`config.mk`:
```
export PLATFORM = sky130hd
export DESIGN_NAME = rom_bank_window_mapper_core
export DESIGN_NICKNAME = d
export VERILOG_FILES = /design/src/hw/rtl/rbwm_pkg.sv /design/src/hw/rtl/rom_bank_window_mapper_core.sv /design/src/hw/rtl/rbwm_map.sv
export VERILOG_INCLUDE_DIRS = /design/src /design/src/hw/rtl
export SDC_FILE = /design/constraint.sdc
export NUM_CORES = 1
export LEC_CHECK = 0
export ABC_AREA = 1
export BUFFER_PORTS_ARGS = -buffer_cell sky130_fd_sc_hd__buf_2
export CAP_MARGIN = 10
export CORE_ASPECT_RATIO = 1.1
export CORE_MARGIN = 2
export CORE_UTILIZATION = 35
export CTS_CLUSTER_DIAMETER = 30
export DETAILED_ROUTE_END_ITERATION = 16
export SETUP_SLACK_MARGIN = 0.1
export SYNTH_ARGS = -nofsm -noshare
export SYNTH_HDL_FRONTEND = slang
export SYNTH_SLANG_ARGS = --single-unit
```
`constraint.sdc`:
```
create_clock -name clock -period 2.6 [get_ports clock]
set_input_delay 0.39 -clock clock [delete_from_list [all_inputs] [get_ports clock]]
set_output_delay 0.39 -clock clock [all_outputs]
set_load 0.02 [all_outputs]
```
`src/hw/rtl/rom_bank_window_mapper_core_macros.svh`:
```
// Assertion macros shared by the bank window mapper RTL.
// Included by the top level; depends on nothing else.
`ifndef ROM_BANK_WINDOW_MAPPER_CORE_MACROS_SVH
`define ROM_BANK_WINDOW_MAPPER_CORE_MACROS_SVH

// Same-cycle implication, disabled while reset is high.
`define RBWM_ASSERT_NOW(label, clk, rst, ante, cons, msg) \
   label: assert property (@(posedge clk) disable iff (rst) (ante) |-> (cons)) else $error(msg);

// Next-cycle implication, disabled while reset is high.
`define RBWM_ASSERT_NEXT(label, clk, rst, ante, cons, msg) \
   label: assert property (@(posedge clk) disable iff (rst) (ante) |=> (cons)) else $error(msg);

`endif

```
`src/hw/rtl/rbwm_pkg.sv`:
```
// Shared types and constants for the bank window mapper.
// Used by rbwm_map and rom_bank_window_mapper_core; depends on nothing.
`timescale 1ns / 1ps
`default_nettype none

package rbwm_pkg;

   localparam int unsigned ADDR_W   = 16;
   localparam int unsigned DATA_W   = 8;
   localparam int unsigned OFFSET_W = 18;
   localparam int unsigned WIN_W    = 14;

   // Number of banks fitted on the EPROM board.
   localparam logic [7:0] EPROM_BANKS = 8'd14;

   localparam logic MODE_WRITE = 1'b0;
   localparam logic MODE_READ  = 1'b1;

   localparam logic [OFFSET_W-1:0] ROM_HIGH_BASE = 18'h08000;

   typedef enum logic [2:0] {
      TGT_VRAM  = 3'd0,
      TGT_EPROM = 3'd1,
      TGT_ROM   = 3'd2,
      TGT_BLANK = 3'd3,
      TGT_OUT   = 3'd4
   } target_type;

   typedef struct packed {
      target_type          target;
      logic [OFFSET_W-1:0] phys_offset;
   } map_result_type;

   // Main ROM base for the banked modes; k selects 0x20, 0x40 or 0x60.
   function automatic logic [OFFSET_W-1:0] rom_bank_base(input logic [1:0] k,
                                                         input logic       low);
      logic [OFFSET_W-1:0] base;
      case (k)
         2'd0:    base = low ? 18'h14000 : 18'h18000;
         2'd1:    base = low ? 18'h1c000 : 18'h20000;
         2'd2:    base = low ? 18'h24000 : 18'h28000;
         default: base = '0;
      endcase
      return base;
   endfunction

endpackage

`default_nettype wire

```
`src/hw/rtl/rom_bank_window_mapper_core.sv`:
```
// Bank select register and CPU window translation, top level.
// Depends on rbwm_pkg, rbwm_map and rom_bank_window_mapper_core_macros.svh.
//
// Usage: the request channel carries one transaction per access. With req_mode
// low it writes req_write_data into the bank select register and produces no
// response. With req_mode high it translates req_cpu_address and produces one
// response: rsp_target names the memory and rsp_phys_offset the byte offset.
// A request is taken into an input register, translated by short logic and
// held in the response register, where a read's answer waits; one transaction
// can be accepted every cycle while req_stall is low. A write changes the
// mapping for every read accepted after it.
// Reset (synchronous, active high) empties both registers and sets the bank
// select to zero, the video RAM mapping. While rsp_stall holds a waiting
// response, a write still completes and a read waits in the input register;
// req_stall rises only when that input register cannot move on.
`timescale 1ns / 1ps
`default_nettype none
`include "rom_bank_window_mapper_core_macros.svh"

module rom_bank_window_mapper_core (
   input  wire logic                          clock,
   input  wire logic                          reset,
   input  wire logic                          req_valid,
   output logic                               req_stall,
   input  wire logic                          req_mode,
   input  wire logic [rbwm_pkg::ADDR_W-1:0]   req_cpu_address,
   input  wire logic [rbwm_pkg::DATA_W-1:0]   req_write_data,
   output logic                               rsp_valid,
   input  wire logic                          rsp_stall,
   output logic [2:0]                         rsp_target,
   output logic [rbwm_pkg::OFFSET_W-1:0]      rsp_phys_offset
);
   import rbwm_pkg::*;

   logic                s1_valid_ff, s1_valid_in;
   logic                s1_mode_ff;
   logic [ADDR_W-1:0]   s1_addr_ff;
   logic [DATA_W-1:0]   s1_data_ff;
   logic [DATA_W-1:0]   bank_ff, bank_in;
   logic                rsp_valid_ff, rsp_valid_in;
   map_result_type      rsp_result_ff;
   map_result_type      map_result;
   logic                out_free;
   logic                s1_go;
   logic                req_take;

   rbwm_map u_map (
      .bank_select (bank_ff),
      .cpu_address (s1_addr_ff),
      .result      (map_result)
   );

   assign out_free  = !rsp_valid_ff || !rsp_stall;
   // A write leaves the input register without needing the response register.
   assign s1_go     = s1_valid_ff && ((s1_mode_ff == MODE_WRITE) || out_free);
   assign req_stall = s1_valid_ff && !s1_go;
   assign req_take  = req_valid && !req_stall;

   always_comb begin
      s1_valid_in  = req_take || (s1_valid_ff && !s1_go);
      bank_in      = bank_ff;
      rsp_valid_in = rsp_valid_ff && rsp_stall;
      if (s1_go && (s1_mode_ff == MODE_WRITE)) begin
         bank_in = s1_data_ff;
      end
      if (s1_go && (s1_mode_ff == MODE_READ)) begin
         rsp_valid_in = 1'b1;
      end
   end

   always_ff @(posedge clock) begin
      if (reset) begin
         s1_valid_ff  <= 1'b0;
         rsp_valid_ff <= 1'b0;
         bank_ff      <= '0;
      end else begin
         s1_valid_ff  <= s1_valid_in;
         rsp_valid_ff <= rsp_valid_in;
         bank_ff      <= bank_in;
      end
   end

   always_ff @(posedge clock) begin
      if (req_take) begin
         s1_mode_ff <= req_mode;
         s1_addr_ff <= req_cpu_address;
         s1_data_ff <= req_write_data;
      end
      if (s1_go && (s1_mode_ff == MODE_READ)) begin
         rsp_result_ff <= map_result;
      end
   end

   assign rsp_valid       = rsp_valid_ff;
   assign rsp_target      = rsp_result_ff.target;
   assign rsp_phys_offset = rsp_result_ff.phys_offset;

   `RBWM_ASSERT_NOW(a_offset_zero_when_unbacked, clock, reset,
      rsp_valid_ff && (rsp_result_ff.target == TGT_BLANK || rsp_result_ff.target == TGT_OUT),
      rsp_result_ff.phys_offset == '0, "blank or unmapped response carries an offset")
   `RBWM_ASSERT_NEXT(a_write_updates_bank, clock, reset,
      s1_go && (s1_mode_ff == MODE_WRITE),
      bank_ff == $past(s1_data_ff), "bank select not taken from a completed write")
   `RBWM_ASSERT_NEXT(a_read_makes_response, clock, reset,
      s1_go && (s1_mode_ff == MODE_READ),
      rsp_valid_ff, "read left the input register without a response")

endmodule

`default_nettype wire

```
`src/hw/rtl/rbwm_map.sv`:
```
// Combinational address translation for one CPU read.
// Depends on rbwm_pkg.
`timescale 1ns / 1ps
`default_nettype none

module rbwm_map (
   input  wire logic [rbwm_pkg::DATA_W-1:0] bank_select,
   input  wire logic [rbwm_pkg::ADDR_W-1:0] cpu_address,
   output rbwm_pkg::map_result_type         result
);
   import rbwm_pkg::*;

   logic              in_window;
   logic              low;
   logic [WIN_W-1:0]  win_offset;
   logic [OFFSET_W-1:0] win_ext;

   assign low        = (cpu_address[15:14] == 2'b01);
   assign in_window  = low || (cpu_address[15:14] == 2'b10);
   assign win_offset = cpu_address[WIN_W-1:0];
   assign win_ext    = OFFSET_W'(win_offset);

   always_comb begin
      result.target      = TGT_BLANK;
      result.phys_offset = '0;
      if (!in_window) begin
         result.target = TGT_OUT;
      end else if (bank_select[7]) begin
         if (!low) begin
            result.target      = TGT_ROM;
            result.phys_offset = ROM_HIGH_BASE + win_ext;
         end else if ({1'b0, bank_select[6:0]} < EPROM_BANKS) begin
            // Each EPROM bank is 16 KB, so the bank number sits above the window bits.
            result.target      = TGT_EPROM;
            result.phys_offset = OFFSET_W'({bank_select[6:0], win_offset});
         end
      end else begin
         case (bank_select[6:5])
            2'd0: begin
               if (low) begin
                  result.target      = TGT_VRAM;
                  result.phys_offset = win_ext;
               end else begin
                  result.target      = TGT_ROM;
                  result.phys_offset = ROM_HIGH_BASE + win_ext;
               end
            end
            default: begin
               result.target      = TGT_ROM;
               result.phys_offset = rom_bank_base(bank_select[6:5] - 2'd1, low) + win_ext;
            end
         endcase
      end
   end

endmodule

`default_nettype wire
```
==> summary.txt <==
Hold path
  – Hold path endpoint: s1_addr_ff[0]$_DFFE_PP_
  – Hold Crit Class: input pin to flop
  – Hold depth: 1
  – Min-delay src: req_cpu_address[0]

Routing
  – Routed len/inst: 11.00 um
  – Via/cell ratio: 4.202
  – DR pass1 iterations: 4
  – Final WL: around 3.4 mm
  – Iteration-0 DRC Markers: 38
  – Post-route ant nets: 0
  – Vias: about 1.3k
  – DRC Markers: 0

Synthesis
  – Synth Net Count: about 210
  – Post-synthesis cell count: approximately 170
  – Fraction of synthesized area in multiplexers: 0%
  – Synth async-reset ratio: 0%
  – Post-synth EDFFs: 46
  – Seq cells post-synth: between 50 and 60
  – Post-Synth Adder-Cell Area: 1.131%
  – Ys flop type: edfxtp_1
  – Sequential area share after synthesis: about 71%
  – Distinct cell type count after synthesis: 18
  – Area share of the largest cell type after synthesis: a little over three fifths
  – Combinational family with the most area after synthesis: simple AND/OR/NAND/NOR gates
  – Most numerous cell in the Yosys netlist: edfxtp_1
  – Syn_area_per_cell: roughly 13 um^2
  – Synth Cell Area: roughly 2200 um^2
  – Synth Area in XOR/XNOR: 0%
  – Compound-Gate Fraction of Synth Area: under 10%
  – Post-Synth Simple-Gate Area: around 18%
  – Area contributors post-synth: edfxtp_1 62%, dfxtp_1 9.0%, nand2_1 5.6%
  – Synth area leader: edfxtp_1
  – Most instantiated cells after synthesis: 46 x edfxtp_1, 33 x nand2_1, 26 x inv_1
  – Warnings from Yosys: 0

Clock network
  – TritonCTS clock tree: yes
  – CTS max path bufs: 2
  – Clock root buffer master: clkbuf_8
  – Post-CTS Setup Inserts: 0
  – Clock latency on the worst-skew pair: 0.30 ns
  – TritonCTS Buffers: 5
  – Htree depth: 2
  – CTS resizes: 0
  – Reg clk slew, reported paths: roughly 0.1 ns
  – Total clock sinks: 56
  – Post-CTS Hold Fix Bufs: 0

Global route
  – Vias in the first global route: ~1.2k
  – Largest net degree at the start of global routing: 22
  – GRT Residual Overflow: 0
  – GR Util All Layers: 10.18%
  – First-pass GRT wire length: about 5.3 mm
  – Initial antenna violation count: 0

Timing
  – Max Slew Vio Count: 0
  – Fin crit period: between 1.5 and 2 ns
  – Crit share post-route: approximately 61%
  – Fin. Hold Viols: 0
  – RSZ-0062 raised after global routing: no
  – Setup_tns: 0 ns
  – Top achievable clock speed: between 600 and 700 MHz
  – Final setup vio count: 0
  – Slew margin rel.: about three quarters
  – Worst Skew: approximately 0.0093 ns
  – Tightest Pin Transition: around 0.36 ns

Floorplan
  – Core ar.: between 6000 and 7000 um^2
  – Die Y: between 80 and 90 um
  – # rows: 30
  – Die area: roughly 7000 um^2
  – Die X: approximately 80 um
  – Starting Density: 35.93%
  – I/O pins: 52

Power and ir drop
  – Power per cell area: 647.4 nW/um^2
  – Net Sw Frac: around 22%
  – Gate power share: just over 8%
  – LEAKAGE: around 1.1 nW
  – Share of power burned in registers: ~60%
  – Cell internal pwr: roughly 1.4 mW
  – VDD IR max: about 320 uV
  – Psw: between 0.3 and 0.4 mW
  – Clock share of power: 32.1%

Job
  – Max_cap viols: 0

Setup path
  – R2r setup slk: roughly 1.0 ns
  – Worst Path Max Fanout: 18
  – Number of cells on the worst reg-to-reg path: 4
  – Endpoint class of the critical path: flop
  – Crit path launch type: flop
  – Reg2reg end: s1_data_ff[3]$_DFFE_PP_
  – Worst R2R Start: s1_mode_ff$_DFFE_PP_
  – WP data required: between 2 and 3 ns
  – Critical path class: flop to flop
  – CP arrival: around 1.6 ns

Layout
  – Register area: 1582 um^2
  – Design Area, Final: roughly 2700 um^2
  – Multi-input logic area: a little over 500 um^2
  – ANT cells: 0
  – Area grow syn2layout: 20.48%
  – Layout cells sized above 1: 34.48%
  – Fillers: between 600 and 700
  – Final net count: 262

Place
  – Final HPWL DP: 2.596 mm
  – Port Buffer Count: 51
  – Cell area after placement: roughly 2600 um^2
  – GP Congestion: a little under 0.8

Status
  – Status: finished, final reports clean
[cell families (layout without fill, tap and decap cells)]
logic type	after synthesis	after routing
DFF	56	56
adders and majority gates	2	2
AOI/OAI and AO/OA	16	16
and+or+nand+nor	71	71
buffers and inverters	29	87
[placed cells by master (no fill, tap or decap), types with 5 or more instances in the layout]
cell type	instances
a21oi_1	15
buf_2	51
clkbuf_8	5
dfxtp_1	10
edfxtp_1	46
inv_1	26
nand2_1	33
nand3_1	7
nor2_1	13
nor2_4	11
[layout make-up]
type / count / area share (%)
Clock inverter: 3 / 1.596
Timing Repair Buffer: 53 / 10.14
Sequential cell: 56 / 59.34
Tap cell: 80 / 3.756
Inverter: 26 / 3.662
Clock buffer: 5 / 2.582
Multi-Input combinational cell: 89 / 18.92
[through the flow]
| step | utilization (%) | setup slack, ns | hold WS, ns | power (mW) | instances |
|---|---|---|---|---|---|
| floorplan | - | 0.4851 | 0.4409 | 1.152 | 174 |
| CTS | 43.29 | 0.9935 | 0.2438 | 1.743 | 312 |
| finish | 43.29 | 1.017 | 0.2550 | 1.725 | 312 |
| global placement | 41.48 | 1.028 | 0.4508 | 1.191 | 304 |
| detailed placement | 41.48 | 0.9719 | 0.4567 | 1.196 | 304 |
| global route | 43.29 | 0.8915 | 0.2324 | 1.795 | 312 |
[how the worst max path moves through the flow]
stage / to / from / slack [ns]
2_1_floorplan: s1_addr_ff[0]$_DFFE_PP_ / s1_mode_ff$_DFFE_PP_ / 0.49
4_1_cts: s1_data_ff[3]$_DFFE_PP_ / s1_mode_ff$_DFFE_PP_ / 0.99
6_report: s1_data_ff[3]$_DFFE_PP_ / s1_mode_ff$_DFFE_PP_ / 1.02
5_1_grt: s1_data_ff[1]$_DFFE_PP_ / s1_mode_ff$_DFFE_PP_ / 0.89
3_3_place_gp: s1_addr_ff[11]$_DFFE_PP_ / rsp_stall / 1.03
3_5_place_dp: s1_addr_ff[11]$_DFFE_PP_ / rsp_stall / 0.97
[power by group through the flow]
stage               logic [mW]  clock network (mW)  registers, mW
floorplan               0.0904                   0           1.06
global placement         0.142                   0           1.05
detailed placement       0.146                   0           1.05
CTS                      0.146               0.568           1.03
global route             0.159               0.604           1.03
finish                   0.143               0.554           1.03
[worst max-delay path: stages (launching register included)]
cell,delay (ns)
edfxtp_1,0.41
nand2_1,0.15
nor2_1,0.09
nor2_2,0.30
buf_4,0.33
[state kept, by name, summed over array words and instances, names as in the netlist]
name / flops
rsp_phys_offset: 18
rsp_valid: 1
bank_ff: 8
rsp_target: 3
s1_mode_ff: 1
s1_valid_ff: 1
s1_data_ff: 8
s1_addr_ff: 16
[metal layers]
metal	wire (um)	track usage, %	share of wire (%)
met5	0	0	0
met4	73	5.085	2.1
met3	219	3.216	6.4
met2	1688	16.65	49
met1	1450	12.12	42
Power figures use the tool's default switching activity.
